--- config.mk ---
export PLATFORM = sky130hd
export DESIGN_NAME = npy_header_dict_parser
export DESIGN_NICKNAME = d
export VERILOG_FILES = /design/src/npyhdr_pkg.sv /design/src/npyhdr_dim_digit.sv /design/src/npyhdr_rsp_stage.sv /design/src/npy_header_dict_parser.sv
export SDC_FILE = /design/constraint.sdc
export NUM_CORES = 1
export LEC_CHECK = 0
export ABC_CLOCK_PERIOD_IN_PS = 11800
export BUFFER_PORTS_ARGS = -buffer_cell sky130_fd_sc_hd__clkbuf_2
export CAP_MARGIN = 20
export CORE_MARGIN = 2
export CORE_UTILIZATION = 60
export DETAILED_ROUTE_END_ITERATION = 10
export PLACE_DENSITY = 0.79
export SLEW_MARGIN = 0
export SYNTH_ARGS = -nofsm -noshare
export SYNTH_HDL_FRONTEND = slang
export SYNTH_SLANG_ARGS = --single-unit
--- constraint.sdc ---
create_clock -name clock -period 11.8 [get_ports clock]
set_input_delay 1.18 -clock clock [delete_from_list [all_inputs] [get_ports clock]]
set_output_delay 1.18 -clock clock [all_outputs]
set_load 0.02 [all_outputs]
--- src/npyhdr_pkg.sv ---
// Shared types, character codes and match tables for the header dictionary parser.
// No dependencies; every other file of the block except npyhdr_dim_digit imports this package.
package npyhdr_pkg;

   // Parse phases.
   localparam logic [1:0] PH_WAIT  = 2'd0;
   localparam logic [1:0] PH_KEY   = 2'd1;
   localparam logic [1:0] PH_VALUE = 2'd2;
   localparam logic [1:0] PH_DONE  = 2'd3;

   // Which key the current entry belongs to.
   localparam logic [1:0] KEY_NONE  = 2'd0;
   localparam logic [1:0] KEY_DESCR = 2'd1;
   localparam logic [1:0] KEY_SHAPE = 2'd2;

   // Element kinds reported on the result channel.
   localparam logic [1:0] KIND_UNKNOWN = 2'd0;
   localparam logic [1:0] KIND_I8      = 2'd1;
   localparam logic [1:0] KIND_F8      = 2'd2;

   // Character codes.
   localparam logic [7:0] CH_LBRACE = 8'h7B;
   localparam logic [7:0] CH_RBRACE = 8'h7D;
   localparam logic [7:0] CH_COLON  = 8'h3A;
   localparam logic [7:0] CH_COMMA  = 8'h2C;
   localparam logic [7:0] CH_LPAREN = 8'h28;
   localparam logic [7:0] CH_RPAREN = 8'h29;
   localparam logic [7:0] CH_SPACE  = 8'h20;
   localparam logic [7:0] CH_QUOTE  = 8'h27;
   localparam logic [7:0] CH_ZERO   = 8'h30;
   localparam logic [7:0] CH_NINE   = 8'h39;
   localparam logic [7:0] CH_LESS   = 8'h3C;

   // Result fields have fixed widths.
   localparam int unsigned OUT_DIM_W = 31;
   localparam logic [OUT_DIM_W-1:0] OUT_DIM_MAX = {OUT_DIM_W{1'b1}};

   typedef struct packed {
      logic                 dict_closed;
      logic                 cols_given;
      logic                 rows_given;
      logic [OUT_DIM_W-1:0] col_count;
      logic [OUT_DIM_W-1:0] row_count;
      logic [1:0]           element_kind;
   } rsp_item_type;

   function automatic logic [7:0] descr_char(input logic [2:0] idx);
      logic [7:0] ch;
      case (idx)
         3'd0:    ch = 8'h64; // d
         3'd1:    ch = 8'h65; // e
         3'd2:    ch = 8'h73; // s
         3'd3:    ch = 8'h63; // c
         3'd4:    ch = 8'h72; // r
         default: ch = 8'h00;
      endcase
      return ch;
   endfunction

   function automatic logic [7:0] shape_key_char(input logic [2:0] idx);
      logic [7:0] ch;
      case (idx)
         3'd0:    ch = 8'h73; // s
         3'd1:    ch = 8'h68; // h
         3'd2:    ch = 8'h61; // a
         3'd3:    ch = 8'h70; // p
         3'd4:    ch = 8'h65; // e
         default: ch = 8'h00;
      endcase
      return ch;
   endfunction

   function automatic logic [7:0] i8_char(input logic [1:0] idx);
      logic [7:0] ch;
      case (idx)
         2'd0:    ch = CH_LESS;
         2'd1:    ch = 8'h69; // i
         2'd2:    ch = 8'h38; // 8
         default: ch = 8'h00;
      endcase
      return ch;
   endfunction

   function automatic logic [7:0] f8_char(input logic [1:0] idx);
      logic [7:0] ch;
      case (idx)
         2'd0:    ch = CH_LESS;
         2'd1:    ch = 8'h66; // f
         2'd2:    ch = 8'h38; // 8
         default: ch = 8'h00;
      endcase
      return ch;
   endfunction

endpackage

--- src/npyhdr_dim_digit.sv ---
// Decimal digit step for a shape dimension: acc * 10 + digit, saturating.
// Depends on nothing but its parameter.
module npyhdr_dim_digit #(
   parameter int unsigned DIM_BITS = 31
) (
   input  logic [DIM_BITS-1:0] acc,
   input  logic [3:0]          digit,
   output logic [DIM_BITS-1:0] acc_next
);
   localparam int unsigned WIDE_W = DIM_BITS + 4;

   logic [WIDE_W-1:0] acc_wide;
   logic [WIDE_W-1:0] times_ten;
   logic [WIDE_W-1:0] dim_max_wide;

   // Shifts and adds form the times-ten product; it never overflows WIDE_W.
   assign acc_wide     = {4'b0000, acc};
   assign dim_max_wide = {4'b0000, {DIM_BITS{1'b1}}};
   assign times_ten    = (acc_wide << 3) + (acc_wide << 1) + {{(WIDE_W-4){1'b0}}, digit};
   assign acc_next     = (times_ten > dim_max_wide) ? {DIM_BITS{1'b1}}
                                                    : times_ten[DIM_BITS-1:0];
endmodule

--- src/npyhdr_rsp_stage.sv ---
// Result register of the parser with its valid flag and stream handshake.
// Depends on npyhdr_pkg for the result item type.
module npyhdr_rsp_stage (
   input  logic                     clock,
   input  logic                     reset,
   input  logic                     load,
   input  npyhdr_pkg::rsp_item_type item,
   input  logic                     rsp_tready,
   output logic                     rsp_tvalid,
   output npyhdr_pkg::rsp_item_type rsp_item,
   output logic                     full
);
   import npyhdr_pkg::*;

   logic         valid_ff;
   logic         valid_in;
   rsp_item_type item_ff;

   // Full means a result is held that will not leave at this edge.
   assign full       = valid_ff & ~rsp_tready;
   assign valid_in   = load | full;
   assign rsp_tvalid = valid_ff;
   assign rsp_item   = item_ff;

   always_ff @(posedge clock) begin
      if (reset) begin
         valid_ff <= 1'b0;
      end else begin
         valid_ff <= valid_in;
      end
   end

   always_ff @(posedge clock) begin
      if (load) begin
         item_ff <= item;
      end
   end
endmodule

--- src/npy_header_dict_parser.sv ---
// Top level of the header dictionary parser: input register, parse state and result stage.
// Depends on npyhdr_pkg, npyhdr_dim_digit and npyhdr_rsp_stage.
//
//   channel | direction | tdata                       | tlast      | tuser
//   req_    | in        | [7:0] header_byte           | last_byte  | -
//   rsp_    | out       | kind, rows, cols, flags     | -          | -
//
// Each accepted request is registered, then the parse logic updates the
// dictionary state from it; a request marked last also loads the result register.
// Sustained rate is one request per cycle while the input register does not stall.
// Reset is synchronous and active high and returns the parser to waiting for '{'.
// The input register only stalls while it holds a last request and the result
// register still holds an earlier result that the consumer has not taken.
module npy_header_dict_parser #(
   parameter int unsigned DIM_BITS  = 31,
   parameter int unsigned TOKEN_MAX = 99
) (
   input  logic        clock,
   input  logic        reset,
   // Request channel.
   input  logic        req_tvalid,
   output logic        req_tready,
   input  logic [7:0]  req_tdata,   // [7:0] header_byte
   input  logic        req_tlast,   // last_byte
   // Result channel.
   output logic        rsp_tvalid,
   input  logic        rsp_tready,
   output logic [71:0] rsp_tdata    // [1:0] element_kind, [32:2] row_count,
                                    // [63:33] col_count, [64] rows_given,
                                    // [65] cols_given, [66] dict_closed, [71:67] zero
);
   import npyhdr_pkg::*;

   // Position counter saturates at TOKEN_MAX, so it needs just enough bits for that.
   localparam int unsigned POS_W = $clog2(TOKEN_MAX + 1);
   // Width used when clamping a dimension to the 31-bit result field.
   localparam int unsigned SAT_W = (DIM_BITS > OUT_DIM_W) ? DIM_BITS : OUT_DIM_W;

   // Input register.
   logic       in_valid_ff, in_valid_in;
   logic       in_last_ff;
   logic [7:0] in_byte_ff;
   logic       req_accept;
   logic       advance;
   logic       process;

   // Parse state.
   logic [1:0]          phase_ff,       phase_in;
   logic                paren_ff,       paren_in;
   logic [POS_W-1:0]    pos_ff,         pos_in;
   logic [1:0]          key_flags_ff,   key_flags_in;
   logic [1:0]          key_kind_ff,    key_kind_in;
   logic [1:0]          val_flags_ff,   val_flags_in;
   logic [DIM_BITS-1:0] acc_ff,         acc_in;
   logic [1:0]          dim_flags_ff,   dim_flags_in;
   logic [DIM_BITS-1:0] pend_rows_ff,   pend_rows_in;
   logic [DIM_BITS-1:0] pend_cols_ff,   pend_cols_in;
   logic [1:0]          pend_set_ff,    pend_set_in;
   logic [1:0]          held_kind_ff,   held_kind_in;
   logic [DIM_BITS-1:0] held_rows_ff,   held_rows_in;
   logic [DIM_BITS-1:0] held_cols_ff,   held_cols_in;
   logic                rows_given_ff,  rows_given_in;
   logic                cols_given_ff,  cols_given_in;

   // Parse logic.
   logic [7:0]          ch;
   logic                skip;
   logic                is_digit;
   logic                tok_full;
   logic [DIM_BITS-1:0] acc_digit;
   logic [DIM_BITS-1:0] token_dim;
   logic                do_clear;
   logic                do_pend_clear;
   logic                do_key;
   logic                do_val;
   logic [SAT_W-1:0]    rows_wide;
   logic [SAT_W-1:0]    cols_wide;
   rsp_item_type        rsp_next;
   rsp_item_type        rsp_item;
   logic                rsp_load;
   logic                rsp_full;

   // The input register moves on unless a last request would overwrite a held result.
   assign advance     = ~(in_last_ff & rsp_full);
   assign req_tready  = ~in_valid_ff | advance;
   assign req_accept  = req_tvalid & req_tready;
   assign in_valid_in = req_tready ? req_tvalid : in_valid_ff;
   assign process     = in_valid_ff & advance;
   assign rsp_load    = process & in_last_ff;

   always_ff @(posedge clock) begin
      if (reset) begin
         in_valid_ff <= 1'b0;
      end else begin
         in_valid_ff <= in_valid_in;
      end
   end

   always_ff @(posedge clock) begin
      if (req_accept) begin
         in_byte_ff <= req_tdata;
         in_last_ff <= req_tlast;
      end
   end

   assign ch        = in_byte_ff;
   assign skip      = (ch == CH_SPACE) || (ch == CH_QUOTE);
   assign is_digit  = (ch >= CH_ZERO) && (ch <= CH_NINE);
   assign tok_full  = pos_ff >= POS_W'(TOKEN_MAX);
   // An empty dimension token stands for 1.
   assign token_dim = dim_flags_ff[0] ? acc_ff : {{(DIM_BITS-1){1'b0}}, 1'b1};

   npyhdr_dim_digit #(
      .DIM_BITS (DIM_BITS)
   ) u_dim_digit (
      .acc      (acc_ff),
      .digit    (ch[3:0]),
      .acc_next (acc_digit)
   );

   always_comb begin
      phase_in      = phase_ff;
      paren_in      = paren_ff;
      pos_in        = pos_ff;
      key_flags_in  = key_flags_ff;
      key_kind_in   = key_kind_ff;
      val_flags_in  = val_flags_ff;
      acc_in        = acc_ff;
      dim_flags_in  = dim_flags_ff;
      pend_rows_in  = pend_rows_ff;
      pend_cols_in  = pend_cols_ff;
      pend_set_in   = pend_set_ff;
      held_kind_in  = held_kind_ff;
      held_rows_in  = held_rows_ff;
      held_cols_in  = held_cols_ff;
      rows_given_in = rows_given_ff;
      cols_given_in = cols_given_ff;
      do_clear      = 1'b0;
      do_pend_clear = 1'b0;
      do_key        = 1'b0;
      do_val        = 1'b0;

      if (process) begin
         unique case (phase_ff)
            PH_WAIT: begin
               if (ch == CH_LBRACE) begin
                  phase_in = PH_KEY;
                  do_clear = 1'b1;
               end
            end
            PH_KEY: begin
               if (ch == CH_RBRACE) begin
                  phase_in = PH_DONE;
               end else if (ch == CH_COLON) begin
                  if (pos_ff == POS_W'(5) && key_flags_ff[0]) begin
                     key_kind_in = KEY_DESCR;
                  end else if (pos_ff == POS_W'(5) && key_flags_ff[1]) begin
                     key_kind_in = KEY_SHAPE;
                  end else begin
                     key_kind_in = KEY_NONE;
                  end
                  do_pend_clear = 1'b1;
                  do_clear      = 1'b1;
                  phase_in      = PH_VALUE;
               end else if (!skip) begin
                  do_key = 1'b1;
               end
            end
            PH_VALUE: begin
               if (ch == CH_COMMA && !paren_ff) begin
                  // A comma outside parentheses commits the entry.
                  if (key_kind_ff == KEY_DESCR && pos_ff == POS_W'(3)) begin
                     if (val_flags_ff[0]) begin
                        held_kind_in = KIND_I8;
                     end else if (val_flags_ff[1]) begin
                        held_kind_in = KIND_F8;
                     end
                  end else if (key_kind_ff == KEY_SHAPE) begin
                     if (pend_set_ff[0]) begin
                        held_rows_in  = pend_rows_ff;
                        rows_given_in = 1'b1;
                     end
                     if (pend_set_ff[1]) begin
                        held_cols_in  = pend_cols_ff;
                        cols_given_in = 1'b1;
                     end
                  end
                  do_pend_clear = 1'b1;
                  do_clear      = 1'b1;
                  phase_in      = PH_KEY;
               end else if (!skip) begin
                  if (ch == CH_LPAREN) begin
                     paren_in = 1'b1;
                  end else if (ch == CH_RPAREN) begin
                     paren_in = 1'b0;
                  end
                  do_val = 1'b1;
               end
            end
            PH_DONE: begin
               // Bytes after the closing brace are ignored.
            end
         endcase
      end

      // Characters of a key or value token.
      if (do_key || do_val) begin
         if (tok_full) begin
            key_flags_in = 2'b00;
            val_flags_in = 2'b00;
         end else begin
            pos_in = pos_ff + POS_W'(1);
            if (do_key) begin
               if (pos_ff >= POS_W'(5) || ch != descr_char(pos_ff[2:0])) begin
                  key_flags_in[0] = 1'b0;
               end
               if (pos_ff >= POS_W'(5) || ch != shape_key_char(pos_ff[2:0])) begin
                  key_flags_in[1] = 1'b0;
               end
            end else begin
               if (pos_ff >= POS_W'(3) || ch != i8_char(pos_ff[1:0])) begin
                  val_flags_in[0] = 1'b0;
               end
               if (pos_ff >= POS_W'(3) || ch != f8_char(pos_ff[1:0])) begin
                  val_flags_in[1] = 1'b0;
               end
               // Shape dimension parsing runs on every value token.
               if (ch == CH_LPAREN) begin
                  // Opening parenthesis leaves the dimension state alone.
               end else if (ch == CH_COMMA) begin
                  pend_rows_in   = token_dim;
                  pend_set_in[0] = 1'b1;
                  acc_in         = '0;
                  dim_flags_in   = 2'b00;
               end else if (ch == CH_RPAREN) begin
                  pend_cols_in   = token_dim;
                  pend_set_in[1] = 1'b1;
                  acc_in         = '0;
                  dim_flags_in   = 2'b00;
               end else if (is_digit && !dim_flags_ff[1]) begin
                  acc_in          = acc_digit;
                  dim_flags_in[0] = 1'b1;
               end else begin
                  dim_flags_in = 2'b11;
               end
            end
         end
      end

      if (do_pend_clear) begin
         pend_rows_in = '0;
         pend_cols_in = '0;
         pend_set_in  = 2'b00;
      end

      if (do_clear) begin
         pos_in       = '0;
         key_flags_in = 2'b11;
         val_flags_in = 2'b11;
         acc_in       = '0;
         dim_flags_in = 2'b00;
      end

      // Result built from the state as it stands after this byte.
      rows_wide = SAT_W'(held_rows_in);
      cols_wide = SAT_W'(held_cols_in);
      rsp_next.element_kind = held_kind_in;
      rsp_next.row_count    = (rows_wide > SAT_W'(OUT_DIM_MAX)) ? OUT_DIM_MAX
                                                                : rows_wide[OUT_DIM_W-1:0];
      rsp_next.col_count    = (cols_wide > SAT_W'(OUT_DIM_MAX)) ? OUT_DIM_MAX
                                                                : cols_wide[OUT_DIM_W-1:0];
      rsp_next.rows_given   = rows_given_in;
      rsp_next.cols_given   = cols_given_in;
      rsp_next.dict_closed  = (phase_in == PH_DONE);

      // The last byte of a header sends the parser back to its reset state.
      if (rsp_load) begin
         phase_in      = PH_WAIT;
         paren_in      = 1'b0;
         pos_in        = '0;
         key_flags_in  = 2'b11;
         key_kind_in   = KEY_NONE;
         val_flags_in  = 2'b11;
         acc_in        = '0;
         dim_flags_in  = 2'b00;
         pend_rows_in  = '0;
         pend_cols_in  = '0;
         pend_set_in   = 2'b00;
         held_kind_in  = KIND_UNKNOWN;
         held_rows_in  = '0;
         held_cols_in  = '0;
         rows_given_in = 1'b0;
         cols_given_in = 1'b0;
      end
   end

   always_ff @(posedge clock) begin
      if (reset) begin
         phase_ff      <= PH_WAIT;
         paren_ff      <= 1'b0;
         pos_ff        <= '0;
         key_flags_ff  <= 2'b11;
         key_kind_ff   <= KEY_NONE;
         val_flags_ff  <= 2'b11;
         acc_ff        <= '0;
         dim_flags_ff  <= 2'b00;
         pend_rows_ff  <= '0;
         pend_cols_ff  <= '0;
         pend_set_ff   <= 2'b00;
         held_kind_ff  <= KIND_UNKNOWN;
         held_rows_ff  <= '0;
         held_cols_ff  <= '0;
         rows_given_ff <= 1'b0;
         cols_given_ff <= 1'b0;
      end else begin
         phase_ff      <= phase_in;
         paren_ff      <= paren_in;
         pos_ff        <= pos_in;
         key_flags_ff  <= key_flags_in;
         key_kind_ff   <= key_kind_in;
         val_flags_ff  <= val_flags_in;
         acc_ff        <= acc_in;
         dim_flags_ff  <= dim_flags_in;
         pend_rows_ff  <= pend_rows_in;
         pend_cols_ff  <= pend_cols_in;
         pend_set_ff   <= pend_set_in;
         held_kind_ff  <= held_kind_in;
         held_rows_ff  <= held_rows_in;
         held_cols_ff  <= held_cols_in;
         rows_given_ff <= rows_given_in;
         cols_given_ff <= cols_given_in;
      end
   end

   npyhdr_rsp_stage u_rsp_stage (
      .clock      (clock),
      .reset      (reset),
      .load       (rsp_load),
      .item       (rsp_next),
      .rsp_tready (rsp_tready),
      .rsp_tvalid (rsp_tvalid),
      .rsp_item   (rsp_item),
      .full       (rsp_full)
   );

   assign rsp_tdata = {5'b00000,
                       rsp_item.dict_closed,
                       rsp_item.cols_given,
                       rsp_item.rows_given,
                       rsp_item.col_count,
                       rsp_item.row_count,
                       rsp_item.element_kind};
endmodule

# Word level (Yosys, flattened, before mapping)
# Index checks and enable logic that the tools add are counted.
# totals
register_bits	257
in_bits	13
elab_cells	212
# op_classes
addsub	3
magnitude_cmp	8
eq_ne	27
muxes	88
bitwise_logic	17
n_reduce_logical	39
# ops
operator	n
31-bit 2-to-1 mux	17
8-bit 2-to-1 mux	12
7-bit case mux with 5 select lines	2
31-bit greater-than comparator, second input constant	2
8-bit by 6-bit == test with 1-bit output, second input constant	6
7-bit case mux with 3 select lines	2
2-bit 2-to-1 mux	19
34-bit by 32-bit adder with 35-bit output	1
35-bit by 4-bit adder with 35-bit output	1
35-bit by 31-bit greater-than comparator with 1-bit output, second input constant	1
1-bit 2-to-1 mux	33
8-bit inequality test	4
5-bit AND reduction	4
8-bit by 7-bit == test with 1-bit output, second input constant	2
3-bit AND reduction	4
2-bit nonzero test	6
1-bit inverter	10
2-bit == test, second input constant	4
8-bit by 6-bit greater-or-equal comparator with 1-bit output, second input constant	1
8-bit by 6-bit <= comparator with 1-bit output, second input constant	1
4-bit AND reduction	2
7-bit by 1-bit adder with 7-bit output, second input constant	1
7-bit by 2-bit == test with 1-bit output, second input constant	1
7-bit by 3-bit == test with 1-bit output, second input constant	1
24 further kinds	45

# Logic depth before layout (Yosys ltp)
# Gate-level depths: netlist of the first run.
# logic_depth
depth_word	15
ltp_mapped	15

# By module
# From an unflattened synthesis of the first run, not the netlist that was laid out.
# unflattened
hier_cells	1237
area_unflattened_um2	12762.2
# modules_own_cells
mod	instances	cells_per_inst	area_each_um2	seq_area_each_um2
npy_header_dict_parser	1	838	8147.8	3873.7
npyhdr_dim_digit	1	329	2558.7	0.0
npyhdr_rsp_stage	1	70	2055.7	2031.9

# Least setup slack after synthesis of the first run
# No wires, ideal clock.
# synth_timing
path_type	input to register
start	input port rsp_tready
end	register acc_ff[10]
setup_ns	0.117
arrival_ns	4.387
path_slack_ns	7.296
cell_stages	9
cell_sequence	nor2b_1 > a21boi_1 > and2_1 > nor2_1 > o21ai_1 > buf_2 > nor2_8 > buf_4 > a22o_1
# synth_lines
element	line	text
from (decl)	npy_header_dict_parser.sv:27	input logic rsp_tready,
1-bit inverter	npyhdr_rsp_stage.sv:20	assign full = valid_ff & ~rsp_tready;
1-bit bitwise AND	npyhdr_rsp_stage.sv:20	
1-bit bitwise AND	npy_header_dict_parser.sv:84	assign advance = ~(in_last_ff & rsp_full);
1-bit inverter	npy_header_dict_parser.sv:84	
1-bit bitwise AND	npy_header_dict_parser.sv:88	assign process = in_valid_ff & advance;
1-bit bitwise AND	npy_header_dict_parser.sv:89	assign rsp_load = process & in_last_ff;
via rsp_load	npy_header_dict_parser.sv:80	logic rsp_load;
3-bit OR reduction (no line)	-	
to (signal assigned)	npy_header_dict_parser.sv:322	acc_ff <= acc_in;
to (decl)	npy_header_dict_parser.sv:54	logic [DIM_BITS-1:0] acc_ff, acc_in;
# The timed path passes the listed nets, and every way through them passes these cells.
# A chain may end at the register's enable or synchronous reset.

# Worst setup path after layout of the first run
# layout_timing
start	register in_byte_ff[3], in the netlist ch[3]
end	register acc_ff[3]
# layout_via
elab_chain_cells	9
# layout_lines
element	line	text
from (decl)	npy_header_dict_parser.sv:42	logic [7:0] in_byte_ff;
from (signal assigned)	npy_header_dict_parser.sv:101	in_byte_ff <= req_tdata;
branches (longest 9 deep; another with 35-bit by 4-bit adder with 35-bit output)	-	
# Several ways; the timed one is not identified. The select of a mux whose other input is x is not followed.

==> Implementation_results.wiki, run 1 <==
{| class="wikitable"
! Metric !! Value
|-
| Status || finished clean
|-
| Die Area || 22000 um2
|-
| Antenna Violating Nets Remaining || 0
|-
| CTS Buf Count || 26
|-
| Number of flops mapped to enable cells by yosys || 76
|-
| Final setup skew || 0.0166 ns
|-
| Routed wire per std cell || about 18 um
|-
| Share of power burned in registers || 0.517
|-
| Leftover overflow at the end of global routing || 0
|-
| Post-detailed-placement half-perimeter wirelength || roughly 18000 um
|-
| Growth of design area from synthesis to finish || 10.7%
|-
| Maximum number of pins on one net before global-route repair || 70
|-
| Setup repair bufs after CTS || 0
|-
| Count of cell types in the netlist || 80
|-
| RSZ-0062 raised after global routing || no
|-
| Number of flip-flops and latches in the synthesized netlist || 257
|-
| Worst-path fanout max || 31
|-
| Cell area after placement || 12900 um2
|-
| Wire length on met1 || roughly 12000 um
|-
| Final Hold Violating Endpoints || 0
|-
| Number of slew-limit violations in the final report || 0
|-
| Routed WL || around 27000 um
|-
| Hold-fix buffers, CTS || 0
|-
| Time the worst path needs with I/O delays and setup || 4.23 ns
|-
| Share of the synthesized netlist area taken by xor and xnor gates || 0.0273
|-
| Power spent charging and discharging nets || 0.377 mW
|-
| Critical path's largest stage delay || between 0.5 and 0.6 ns
|-
| Peak VDD IR || 0.0905 mV
|-
| Overall track demand over capacity in global routing || 0.250
|-
| Detailed router's first-iteration violation count || 714
|-
| Final net count || 1343
|-
| Launch point of the worst path || ch[3]
|-
| Hold Path Class || flop to flop
|-
| Count of cells along the worst register-to-register path || 14
|-
| Skew-Pair Late Insertion Delay || 0.53 ns
|-
| Routed met2 length || 12600 um
|-
| # port buffers || 81
|-
| Power density over cell area || around 130 nW/um2
|-
| Initial cell density of the core || 0.614
|-
| Internal power || 1.39 mW
|-
| Die Span X || ~150 um
|-
| Die span in y || 148 um
|-
| Clock power frac || 0.462
|-
| Synth Area in Simple Gates || 0.175
|-
| Chain of cells forming the critical path || inv_1, fa_1, inv_1, ha_1, a211oi_1, o211ai_1, a21oi_2, o21bai_2, a211oi_1, mux2_1, a211oi_2, buf_4, nand3_1, a22o_1
|-
| Placement Rows || 52
|-
| Fraction of layout cells with a size suffix above 1 || 0.168
|-
| Setup tns final || 0 ns
|-
| Leakage component of the power || 5.91 nW
|-
| Average size of a mapped cell || just over 10 um2
|-
| Clk sinks || 257
|-
| Resize count post-CTS || 0
|-
| Number of filler cells placed in the layout || 1521
|-
| Worst Tran Pin Value || 1.11 ns
|-
| Worst Setup EP || acc_ff[3]
|-
| Dominant synthesized flop cell || sky130_fd_sc_hd__dfxtp_1
|-
| Clock tree from TritonCTS || yes
|-
| Clock slew seen by the registers of the worst setup and hold paths || 0.06 ns
|-
| Detailed-route via count || between 9000 and 10000
|-
| Placer's final routability congestion estimate || 0.941
|-
| Maximum frequency from static timing analysis || 236 MHz
|-
| I/O pin count || 87
|-
| Fin area || 13800 um2
|-
| Iteration count of the initial detailed-routing pass || 5
|-
| Core Box Area || 20400 um2
|-
| Crit path DAT || approximately 4.6 ns
|-
| Flop-to-flop setup slack || 7.57 ns
|-
| Proportion of synthesized flip-flops having asynchronous set or reset || 0
|-
| Post-synthesis instance area || 12500 um2
|-
| CP max-delay cell || sky130_fd_sc_hd__edfxtp_1
|-
| DR WL met3 || about 1700 um
|-
| Clock buffer depth || 3
|-
| Type of element launching the critical path || flop
|-
| Number of max-capacitance violations reported || 0
|-
| Reg-to-reg startpoint || ch[3]
|-
| Highest routing layer actually used || met4
|-
| Number of design rule violations left after detail routing || 0
|-
| Via count of the first global-routing pass || 8806
|-
| Setup-failing EPs final || 0
|-
| Routed vias/inst || between 5 and 6
|-
| Sequential fraction of the synthesis area || 0.472
|-
| Worst reg2reg path endpoint || acc_ff[3]
|-
| Share of synthesized area spent on multiplexers || 0.0758
|-
| Ant. Diodes || 0
|-
| Dominant combinational cell family by area after synthesis || simple AND/OR/NAND/NOR gates
|-
| Combinational group share of total power || 0.021
|-
| Type of the worst setup path || flop to flop
|-
| Nature of the critical path endpoint || flop
|-
| Fraction of power spent switching nets || 0.213
|-
| Synthesis warning total || 0
|-
| Initial antenna violation count || 0
|-
| Data required time of the worst path || 12.21 ns
|-
| Period utilisation layout || 0.358
|-
| Synth Area in Compound Gates || 0.135
|-
| Number of cells produced by synthesis || between 1000 and 1500
|-
| First-pass GRT wire length || roughly 45000 um
|-
| Cell at the root of the clock tree || sky130_fd_sc_hd__clkbuf_16
|-
| H-Tree Depth || 1
|-
| Worst slew margin || 0.258
|-
| Adder-cell share of the synthesized area || 0.0743
|}
==> critical path, delay by kind of cell, from the launching register on <==
kind / cells / cell delay, ns
AO/OA/AOI/OAI: 7 / 1.59
adder cells (fa/ha/maj): 2 / 0.87
buffers and inverters: 3 / 0.56
flip-flops: 1 / 0.58
multiplexers: 1 / 0.36
AND/OR/NAND/NOR: 1 / 0.14
==> metrics by stage <==
step                total power [mW]  hold slack (ns)  std cells  worst slack, ns   util
floorplan                      0.964            0.418       1213             7.30      -
global placement               0.971            0.428       1496             7.65  0.634
detailed placement             0.972            0.432       1496             7.54  0.634
CTS                             1.78            0.450       1544             7.48  0.677
global route                    1.82            0.457       1547             7.30  0.680
finish                          1.77            0.449       1547             7.57  0.680
==> layout by cell type, fill, tap and decap left out, types with 4 or more instances in the layout <==
cell,instances
sky130_fd_sc_hd__a31oi_1,6
sky130_fd_sc_hd__o211ai_1,8
sky130_fd_sc_hd__buf_4,7
sky130_fd_sc_hd__xor2_1,21
sky130_fd_sc_hd__edfxtp_1,76
sky130_fd_sc_hd__and2_1,68
sky130_fd_sc_hd__ha_1,71
sky130_fd_sc_hd__nor2_1,56
sky130_fd_sc_hd__dfxtp_1,180
sky130_fd_sc_hd__o21ai_1,7
sky130_fd_sc_hd__or3_1,5
sky130_fd_sc_hd__a22o_1,25
sky130_fd_sc_hd__o21bai_1,5
sky130_fd_sc_hd__mux2_4,55
sky130_fd_sc_hd__nand3_1,91
sky130_fd_sc_hd__nand4_1,10
sky130_fd_sc_hd__clkbuf_2,81
sky130_fd_sc_hd__inv_1,23
sky130_fd_sc_hd__nor3_1,17
sky130_fd_sc_hd__nand2b_1,11
sky130_fd_sc_hd__clkbuf_16,27
sky130_fd_sc_hd__conb_1,5
sky130_fd_sc_hd__o21ai_0,25
sky130_fd_sc_hd__a211oi_1,6
sky130_fd_sc_hd__a21o_1,17
sky130_fd_sc_hd__mux2_1,8
sky130_fd_sc_hd__and3_1,8
sky130_fd_sc_hd__nand2_1,105
sky130_fd_sc_hd__clkinv_1,7
sky130_fd_sc_hd__a21oi_1,110
sky130_fd_sc_hd__nor2b_1,9
sky130_fd_sc_hd__a211o_1,4
sky130_fd_sc_hd__a31o_1,4
sky130_fd_sc_hd__a221oi_1,4
sky130_fd_sc_hd__o21a_1,6
sky130_fd_sc_hd__xnor2_1,18
==> power by group through the flow <==
stage	registers [mW]	clock network [mW]	logic, mW
final	0.916	0.818	0.0375
after global routing	0.916	0.865	0.0408
after CTS	0.916	0.826	0.0371
after detailed placement	0.935	0	0.0369
after global placement	0.935	0	0.0364
after floorplan	0.934	0	0.0295
==> final cells by class <==
| cell class | count | area, um2 | area share |
|---|---|---|---|
| Sequential cell | 257 | 5910 | 0.427 |
| Clock inverter | 18 | 155 | 0.0112 |
| Inverter | 23 | 86.3 | 0.00624 |
| Clock buffer | 30 | 707 | 0.0511 |
| Tap cell | 270 | 338 | 0.0244 |
| Timing Repair Buffer | 91 | 513 | 0.0371 |
| Multi-Input combinational cell | 858 | 6130 | 0.443 |
==> synthesized netlist by cell type (10+ instances only) <==
library cell                 n  area (um2)
sky130_fd_sc_hd__dfxtp_1   181        3620
sky130_fd_sc_hd__a21oi_1   110         551
sky130_fd_sc_hd__nand2_1   105         394
sky130_fd_sc_hd__nand3_1    91         455
sky130_fd_sc_hd__edfxtp_1   76        2280
sky130_fd_sc_hd__ha_1       71         888
sky130_fd_sc_hd__and2_1     69         432
sky130_fd_sc_hd__nor2_1     57         214
sky130_fd_sc_hd__mux2_4     55         826
sky130_fd_sc_hd__clkbuf_1   32         120
sky130_fd_sc_hd__a22o_1     25         219
sky130_fd_sc_hd__o21ai_0    25         125
sky130_fd_sc_hd__inv_1      23        86.3
sky130_fd_sc_hd__xor2_1     21         184
sky130_fd_sc_hd__buf_2      19        95.1
sky130_fd_sc_hd__xnor2_1    18         158
sky130_fd_sc_hd__a21o_1     17         128
sky130_fd_sc_hd__nor3_1     17        85.1
sky130_fd_sc_hd__buf_4      11        82.6
sky130_fd_sc_hd__nand2b_1   11        68.8
sky130_fd_sc_hd__buf_6      10         113
sky130_fd_sc_hd__nand4_1    10        62.6
==> registers in the layout, indices dropped and copies added, names as in the netlist <==
name / count
ch: 8
rows_given_ff: 1
pend_cols_ff: 31
pend_set_ff: 2
val_flags_ff: 2
held_cols_ff: 31
key_kind_ff: 2
phase_ff: 2
u_rsp_stage.rsp_tvalid: 1
in_valid_ff: 1
pos_ff: 7
in_last_ff: 1
cols_given_ff: 1
held_rows_ff: 31
pend_rows_ff: 31
u_rsp_stage.rsp_item: 67
dim_flags_ff: 2
paren_ff: 1
key_flags_ff: 2
held_kind_ff: 2
acc_ff: 31
==> kinds of logic after synthesis <==
kind of cell / Yosys count
mux: 66
xor+xnor: 39
fa+ha+maj: 73
flops: 257
buf+inv: 98
other cells: 1
simple gates: 415
compound gates: 260
==> worst min path at each step <==
stage | endpoint | slack [ns] | cells past startpoint | from
global placement | key_flags_ff[1] | 0.43 | 1 | key_flags_ff[1]
global route | key_flags_ff[1] | 0.46 | 1 | key_flags_ff[1]
CTS | key_flags_ff[1] | 0.45 | 1 | key_flags_ff[1]
finish | key_flags_ff[1] | 0.45 | 1 | key_flags_ff[1]
detailed placement | key_flags_ff[1] | 0.43 | 1 | key_flags_ff[1]
floorplan | val_flags_ff[1] | 0.42 | 1 | val_flags_ff[1]
==> metal layers <==
layer  global-route usage  vias up
met1                0.342     4358
li1                     -     4434
met4               0.0981        0
met2                0.401      297
met3               0.0399       82
met5                    0        -
No activity file was read; power rests on OpenSTA's default activity.
==> run 2: changes to the inputs <==
ABC_AREA = 1   (was not set)
ABC_CLOCK_PERIOD_IN_PS = 4100   (was 11800)
clock period = 4.1 ns   (was 11.8 ns; I/O delays follow)
==> run 2 against run 1 <==
Wire length increased by 17%. Critical path type unchanged. Critical path depth increased by 2. Sequential power increased to 2.9 times the previous value. Total power increased to 2.9 times the previous value. Fmax increased by 31%. First-iteration DRC count increased by 11%. Core utilization about the same. Area after synthesis increased by 3.6%. Synthesized cell count increased by 42%.
==> Implementation_results.wiki, run 2 <==
{| class="wikitable"
! Metric !! Value
|-
| Dominant synthesized flop cell || sky130_fd_sc_hd__dfxtp_1
|-
| Number of flip-flops and latches in the synthesized netlist || 257 (unchanged)
|-
| Top-count cell post-synth || sky130_fd_sc_hd__nand2_1
|-
| Post-detailed-placement half-perimeter wirelength || 23500 um (+29%)
|-
| Skew-Pair Late Insertion Delay || 0.53 ns (about the same)
|-
| Hold Path Class || input port to flop
|-
| CP max-delay cell || sky130_fd_sc_hd__edfxtp_1
|-
| Initial antenna violation count || 0 (unchanged)
|-
| Final WS setup || 0.868 ns (-6.70 ns)
|-
| Setup tns final || 0 ns (unchanged)
|-
| Detailed router's first-iteration violation count || 790 (+11%)
|-
| Type of element launching the critical path || flop
|-
| Via count of the first global-routing pass || 10200 (+16%)
|-
| Period utilisation layout || 0.788 (+0.430)
|-
| Number of design rule violations left after detail routing || 0 (unchanged)
|-
| Worst-path fanout max || 31 (unchanged)
|-
| First-pass GRT wire length || 50400 um (+13%)
|-
| Cell repeated most along the worst path || sky130_fd_sc_hd__nand2_1
|-
| Fraction of layout cells with a size suffix above 1 || 0.0933 (-0.0742)
|-
| Dominant combinational cell family by area after synthesis || simple AND/OR/NAND/NOR gates
|-
| Top area cells in the synthesized netlist || sky130_fd_sc_hd__dfxtp_1 28%, sky130_fd_sc_hd__edfxtp_1 18%, sky130_fd_sc_hd__nand2_1 17%, sky130_fd_sc_hd__ha_1 6.9%, sky130_fd_sc_hd__a21oi_1 5.8%
|-
| I/O pin count || 87 (unchanged)
|-
| Count of cell types in the netlist || 50 (-38%)
|-
| # port buffers || 81 (unchanged)
|-
| Final setup skew || 0.0323 ns (+0.0157 ns)
|-
| Area occupied by multi-input gates || 6060 um2 (-1.1%)
|-
| Leakage component of the power || 7.00 nW (+18%)
|-
| Number of slew-limit violations in the final report || 0 (unchanged)
|-
| RSZ-0062 raised after global routing || no
|-
| CTS Buf Count || 25 (-3.8%)
|-
| Crit path DAT || 3.62 ns (-1.02 ns)
|-
| Peak VDD IR || 0.353 mV (+290%)
|-
| Number of flops mapped to enable cells by yosys || 76 (unchanged)
|-
| Synthesis warning total || 0 (unchanged)
|-
| Cell at the root of the clock tree || sky130_fd_sc_hd__clkbuf_16
|-
| Nature of the critical path endpoint || flop
|-
| Maximum frequency from static timing analysis || 309 MHz (+31%)
|-
| Growth of design area from synthesis to finish || 10.7% (about the same)
|-
| Resize count post-CTS || 0 (unchanged)
|-
| Iteration count of the initial detailed-routing pass || 6 (+1)
|-
| Critical path's largest stage delay || 0.52 ns (-0.06 ns)
|-
| Final Hold Violating Endpoints || 0 (unchanged)
|-
| Antenna Violating Nets Remaining || 0 (unchanged)
|-
| Proportion of synthesized flip-flops having asynchronous set or reset || 0 (unchanged)
|-
| Leftover overflow at the end of global routing || 0 (unchanged)
|-
| Number of max-capacitance violations reported || 0 (unchanged)
|-
| Most common cell after layout, fill and taps aside || sky130_fd_sc_hd__nand2_1
|-
| Maximum number of pins on one net before global-route repair || 69 (-1.4%)
|-
| Clock tree from TritonCTS || yes
|-
| Power density over cell area || 357 nW/um2 (+180%)
|-
| Synth Area in Simple Gates || 0.279 (+0.105)
|-
| Final net count || 1867 (+39%)
|-
| Chain of cells forming the critical path || inv_2, fa_1, fa_1, inv_1, nand2_1, nand3_1, nand2_1, nand2_1, nand2_1, nand3_1, nand2_1, nor2_1, buf_4, nand3_1, nand2_1, a21oi_1
|-
| Adder-cell share of the synthesized area || 0.0717 (-0.00256)
|-
| Highest-count cells in the layout ignoring fill and taps || 577 x sky130_fd_sc_hd__nand2_1, 195 x sky130_fd_sc_hd__nor2_1, 181 x sky130_fd_sc_hd__dfxtp_1
|-
| Placement Rows || 53 (+1.9%)
|-
| Most area-hungry cell type in the Yosys netlist || sky130_fd_sc_hd__dfxtp_1
|-
| H-Tree Depth || 1 (unchanged)
|-
| Status || finished clean
|-
| Average size of a mapped cell || 7.53 um2 (-27%)
|-
| Share of the synthesized netlist area taken by xor and xnor gates || 0.0183 (-0.00906)
|-
| Clk sinks || 257 (unchanged)
|-
| Commonest cells post-synth || 577 x sky130_fd_sc_hd__nand2_1, 196 x sky130_fd_sc_hd__nor2_1, 181 x sky130_fd_sc_hd__dfxtp_1
|-
| Routed WL || 32100 um (+17%)
|-
| Total area of sequential cells || 5910 um2 (about the same)
|-
| Type of the worst setup path || flop to flop
|-
| Detailed-route via count || 11200 (+22%)
|-
| Initial cell density of the core || 0.614 (about the same)
|-
| Die span in y || 151 um (+1.7%)
|-
| Die Span X || 151 um (+1.7%)
|-
| Clock slew seen by the registers of the worst setup and hold paths || 0.06 ns (about the same)
|-
| Setup-failing EPs final || 0 (unchanged)
|-
| Ant. Diodes || 0 (unchanged)
|-
| Share of synthesized area spent on multiplexers || 0 (-0.0758)
|-
| Setup repair bufs after CTS || 0 (unchanged)
|-
| Data required time of the worst path || 4.49 ns (-7.72 ns)
|-
| Yosys top cell area share || 0.280 (-0.0100)
|-
| Routed wire per std cell || 15.5 um (-13%)
|-
| Worst Tran Pin Value || 0.966 ns (-0.143 ns)
|-
| Overall track demand over capacity in global routing || 0.278 (+0.0279)
|-
| Sequential fraction of the synthesis area || 0.456 (-0.0163)
|-
| Post-synthesis instance area || 12900 um2 (+3.6%)
|-
| Worst slew margin || 0.356 (+0.0978)
|-
| Core Box Area || 21100 um2 (+3.6%)
|-
| Synth Area in Compound Gates || 0.0967 (-0.0379)
|-
| Number of filler cells placed in the layout || 1758 (+16%)
|-
| Clock buffer depth || 3 (unchanged)
|-
| Pre-CTS WS || 0.888 ns (-6.65 ns)
|-
| Number of cells produced by synthesis || 1720 (+42%)
|-
| Placer's final routability congestion estimate || 0.978 (+3.9%)
|-
| Time the worst path needs with I/O delays and setup || 3.23 ns (-0.997 ns)
|-
| Core Util, Final || 0.680 (about the same)
|-
| Routed vias/inst || 5.37 (-9.4%)
|-
| Largest register FFs || 67 (unchanged)
|-
| Hold-fix buffers, CTS || 0 (unchanged)
|-
| Die Area || 22800 um2 (+3.5%)
|-
| Sum of internal, switching and leakage power || 5.11 mW (+190%)
|}
==> run 2: critical path: cells and delay by family (launching register included) <==
family	cells	cell delay [ns]
and+or+nand+nor	10	0.95
adders and majority gates	2	0.96
AOI/OAI and AO/OA	1	0.08
buffers and inverters	3	0.57
DFF	1	0.52
==> run 2: area by class of cell <==
class / count / area share
clock inverter: 12 / 0.00803
tap: 275 / 0.0240
timing repair buffer: 95 / 0.0379
clock buffer: 34 / 0.0495
multi-input combinational: 1229 / 0.423
sequential: 257 / 0.412
inverter: 173 / 0.0453
==> run 2: kinds of logic after synthesis <==
logic type	Yosys count
AND/OR/NAND/NOR	888
flip-flops	257
AO/OA/AOI/OAI	236
XOR/XNOR	27
other	1
buffers and inverters	238
adder cells (fa/ha/maj)	73
==> run 2: per-stage QoR <==
stage	hold WS, ns	cells	instance area [um2]
after floorplan	0.419	1724	13000
after global placement	0.434	2028	13500
after detailed placement	0.433	2028	13500
after CTS	0.0410	2074	14300
after global routing	0.0379	2075	14300
final	0.0573	2075	14300
==> run 2: path summary, 6_finish.rpt <==
kind | startpoint | to | slack, ns | cells after the start
setup / recovery | ch[3] | acc_ff[29] | 0.87 | 16
hold / removal | req_tlast | in_last_ff | 0.06 | 1
setup reg to reg | ch[3] | acc_ff[29] | 0.87 | 16
hold reg to reg | key_flags_ff[0] | key_flags_ff[0] | 0.45 | 2
==> run 2: per-layer routing <==
layer,part of all wire,vias up,wire [um],GRT usage
li1,-,5632,-,-
met2,0.47,360,15000,0.460
met5,0,-,0,0
met1,0.44,5097,14200,0.380
met3,0.061,61,1970,0.0380
met4,0.030,0,949,0.0864
==> run 2: power by group <==
part           leakage, nW  internal [mW]  switching [mW]
Sequential            2.19           2.63          0.0162
Combinational         4.40         0.0511           0.129
Clock                0.413           1.34           0.948
Total                 7.00           4.02            1.09
==> run 3: changes to the inputs <==
ABC_CLOCK_PERIOD_IN_PS = 3000   (was 4100)
clock period = 3 ns   (was 4.1 ns; I/O delays follow)
==> run 3 against run 2 <==
Total power grew 37%. Final cell count grew 1.6%. Fmax is 13% higher. Critical path depth decreased by 1. Sequential power grew 37%. Largest cell class unchanged. Sequential share of layout area fell by 1.1 points. Highest routed layer unchanged. Setup slack got worse by 0.73 ns.
==> Implementation_results.wiki, run 3 (synthesis gave the netlist of run 2 again) <==
{| class="wikitable"
! Metric !! Value
|-
| Status || finished clean
|-
| Final setup skew || 0.00721 ns (-0.0251 ns)
|-
| Number of design rule violations left after detail routing || 0 (unchanged)
|-
| Leftover overflow at the end of global routing || 0 (unchanged)
|-
| Largest register FFs || 67 (unchanged)
|-
| Worst Tran Pin Value || 0.778 ns (-0.188 ns)
|-
| Via count of the first global-routing pass || 10300 (+1.3%)
|-
| Skew-Pair Late Insertion Delay || 0.53 ns (about the same)
|-
| H-Tree Depth || 1 (unchanged)
|-
| Hold slack || 0.0247 ns (-0.0326 ns)
|-
| CTS Buf Count || 26 (+4.0%)
|-
| Final WS setup || 0.135 ns (-0.733 ns)
|-
| Final Hold Violating Endpoints || 0 (unchanged)
|-
| Pre-CTS WS || 0.0760 ns (-0.812 ns)
|-
| Combinational group share of total power || 0.038 (+0.003)
|-
| Power spent charging and discharging nets || 1.51 mW (+39%)
|-
| Critical path's largest stage delay || 0.52 ns (about the same)
|-
| Clk sinks || 257 (unchanged)
|-
| Placer's final routability congestion estimate || 0.989 (+1.1%)
|-
| Cell repeated most along the worst path || sky130_fd_sc_hd__nand2_1
|-
| Setup-failing EPs final || 0 (unchanged)
|-
| Routed vias/inst || 5.32 (-1.1%)
|-
| Iteration count of the initial detailed-routing pass || 5 (-1)
|-
| Detailed-route via count || 11200 (+0.54%)
|-
| Initial antenna violation count || 0 (unchanged)
|-
| Worst slew margin || 0.481 (+0.125)
|-
| Final net count || 1900 (+1.8%)
|-
| WHS Path Cells || 3 (+2)
|-
| Die span in y || 151 um (unchanged)
|-
| Share of power burned in registers || 0.518 (about the same)
|-
| Sum of internal, switching and leakage power || 6.98 mW (+37%)
|-
| Ant. Diodes || 0 (unchanged)
|-
| Power density over cell area || 474 nW/um2 (+33%)
|-
| Post-Layout Cell Count || 2109 (+1.6%)
|-
| Placement Rows || 53 (unchanged)
|-
| Count of cells along the worst register-to-register path || 15 (-1)
|-
| Fraction of power spent switching nets || 0.217 (+0.00326)
|-
| Chain of cells forming the critical path || ha_1, ha_1, a21oi_1, nand2_1, nand2_1, nand2_1, a21oi_1, nand2_1, nand2_1, nand2_1, nor2_4, clkbuf_16, nand3_1, nand2_1, a21oi_1
|-
| Clock tree from TritonCTS || yes
|-
| Fraction of layout cells with a size suffix above 1 || 0.109 (+0.0157)
|-
| Number of max-capacitance violations reported || 0 (unchanged)
|-
| Post-detailed-placement half-perimeter wirelength || 23000 um (-2.1%)
|-
| Die Span X || 151 um (unchanged)
|-
| Total area of sequential cells || 5910 um2 (about the same)
|-
| Nature of the critical path endpoint || flop
|-
| First-pass GRT wire length || 50000 um (-0.84%)
|-
| # port buffers || 81 (unchanged)
|-
| Peak VDD IR || 0.397 mV (+13%)
|-
| Maximum frequency from static timing analysis || 349 MHz (+13%)
|-
| I/O pin count || 87 (unchanged)
|-
| Area occupied by multi-input gates || 6120 um2 (+0.95%)
|-
| Highest-count cells in the layout ignoring fill and taps || 571 x sky130_fd_sc_hd__nand2_1, 193 x sky130_fd_sc_hd__nor2_1, 179 x sky130_fd_sc_hd__dfxtp_1
|-
| Core Box Area || 21100 um2 (unchanged)
|-
| Detailed router's first-iteration violation count || 999 (+26%)
|-
| CP max-delay cell || sky130_fd_sc_hd__dfxtp_1
|-
| Period utilisation layout || 0.955 (+0.167)
|-
| Internal power || 5.47 mW (+36%)
|-
| Clock slew seen by the registers of the worst setup and hold paths || 0.06 ns (about the same)
|-
| Routed WL || 31600 um (-1.7%)
|-
| Worst-path fanout max || 8 (-74%)
|-
| Core Util, Final || 0.698 (+0.0185)
|-
| Cell at the root of the clock tree || sky130_fd_sc_hd__clkbuf_16
|-
| Overall track demand over capacity in global routing || 0.272 (-0.00585)
|-
| Clock buffer depth || 3 (unchanged)
|-
| Routed wire per std cell || 15.0 um (-3.3%)
|-
| Die Area || 22800 um2 (unchanged)
|-
| Clock power frac || 0.444 (-0.003)
|-
| Type of element launching the critical path || flop
|-
| Data required time of the worst path || 3.41 ns (-1.08 ns)
|-
| Antenna Violating Nets Remaining || 0 (unchanged)
|-
| Time the worst path needs with I/O delays and setup || 2.86 ns (-0.367 ns)
|-
| Type of the worst setup path || flop to flop
|-
| Most common cell after layout, fill and taps aside || sky130_fd_sc_hd__nand2_1
|-
| Growth of design area from synthesis to finish || 13.7%
|-
| Inst Count DP || 2045 (+0.84%)
|-
| Maximum number of pins on one net before global-route repair || 71 (+2.9%)
|-
| Crit path DAT || 3.27 ns (-0.35 ns)
|-
| Leakage component of the power || 7.17 nW (+2.4%)
|-
| Hold Path Class || input port to flop
|-
| Number of filler cells placed in the layout || 1734 (-1.4%)
|-
| Initial cell density of the core || 0.614 (unchanged)
|-
| Number of slew-limit violations in the final report || 0 (unchanged)
|}
run 3: cell count changes in the layout (fill, tap and decap cells not counted), moves of 3 or more:
cell,change
sky130_fd_sc_hd__buf_4,+15
sky130_fd_sc_hd__nand2_2,+6
sky130_fd_sc_hd__nand2_1,-6
sky130_fd_sc_hd__clkbuf_1,+5
sky130_fd_sc_hd__buf_6,+4
sky130_fd_sc_hd__clkbuf_8,-3
sky130_fd_sc_hd__dlygate4sd3_1,+10
sky130_fd_sc_hd__clkbuf_16,+4
sky130_fd_sc_hd__clkinv_2,-4
run 3: cell type report:
cell class	count	area share
flip-flops and latches	257	0.402
well taps	275	0.0234
multi-input cells	1229	0.416
repair buffers	127	0.0592
clock inverters	10	0.00587
inverters	173	0.0441
clock buffers	38	0.0501
run 3: power by group through the flow:
stage	registers [mW]	logic [mW]	clock network (mW)
4_1_cts	3.62	0.265	3.12
2_1_floorplan	3.72	0.154	0
3_5_place_dp	3.69	0.253	0
3_3_place_gp	3.69	0.245	0
6_report	3.62	0.265	3.10
5_1_grt	3.62	0.293	3.25
run 3: worst paths after layout:
check | endpoint | start | slack [ns]
max reg2reg | acc_ff[6] | acc_ff[26] | 0.14
max | acc_ff[6] | acc_ff[26] | 0.14
min | in_valid_ff | req_tvalid | 0.02
min reg2reg | key_flags_ff[0] | key_flags_ff[0] | 0.45
run 3: metal layers:
layer,global-route usage,share of wire,vias up
li1,-,-,5694
met1,0.364,0.43,5094
met2,0.460,0.47,362
met3,0.0301,0.067,60
met4,0.0925,0.031,0
met5,0,0,-
run 3: metrics by stage:
stage | instance area, um2 | setup TNS (ns)
floorplan | 13000 | 0
CTS | 14600 | 0
finish | 14700 | 0
detailed placement | 13700 | 0
global route | 14700 | -0.181
global placement | 13600 | 0
run 3: timing repair:
| action | CTS | global route |
|---|---|---|
| resized for setup | 0 | 22 |
| buffers inserted | 0 | 2 |
| endpoints found under the setup margin | 0 | 31 |
| endpoints found under the hold margin | 10 | 0 |
| hold buffers | 10 | 0 |
run 3: critical path, delay by kind of cell (launching register included):
kind / cells / cell delay (ns)
and+or+nand+nor: 9 / 0.80
adders and majority gates: 2 / 0.70
buffers and inverters: 1 / 0.20
DFF: 1 / 0.52
AOI/OAI and AO/OA: 3 / 0.50
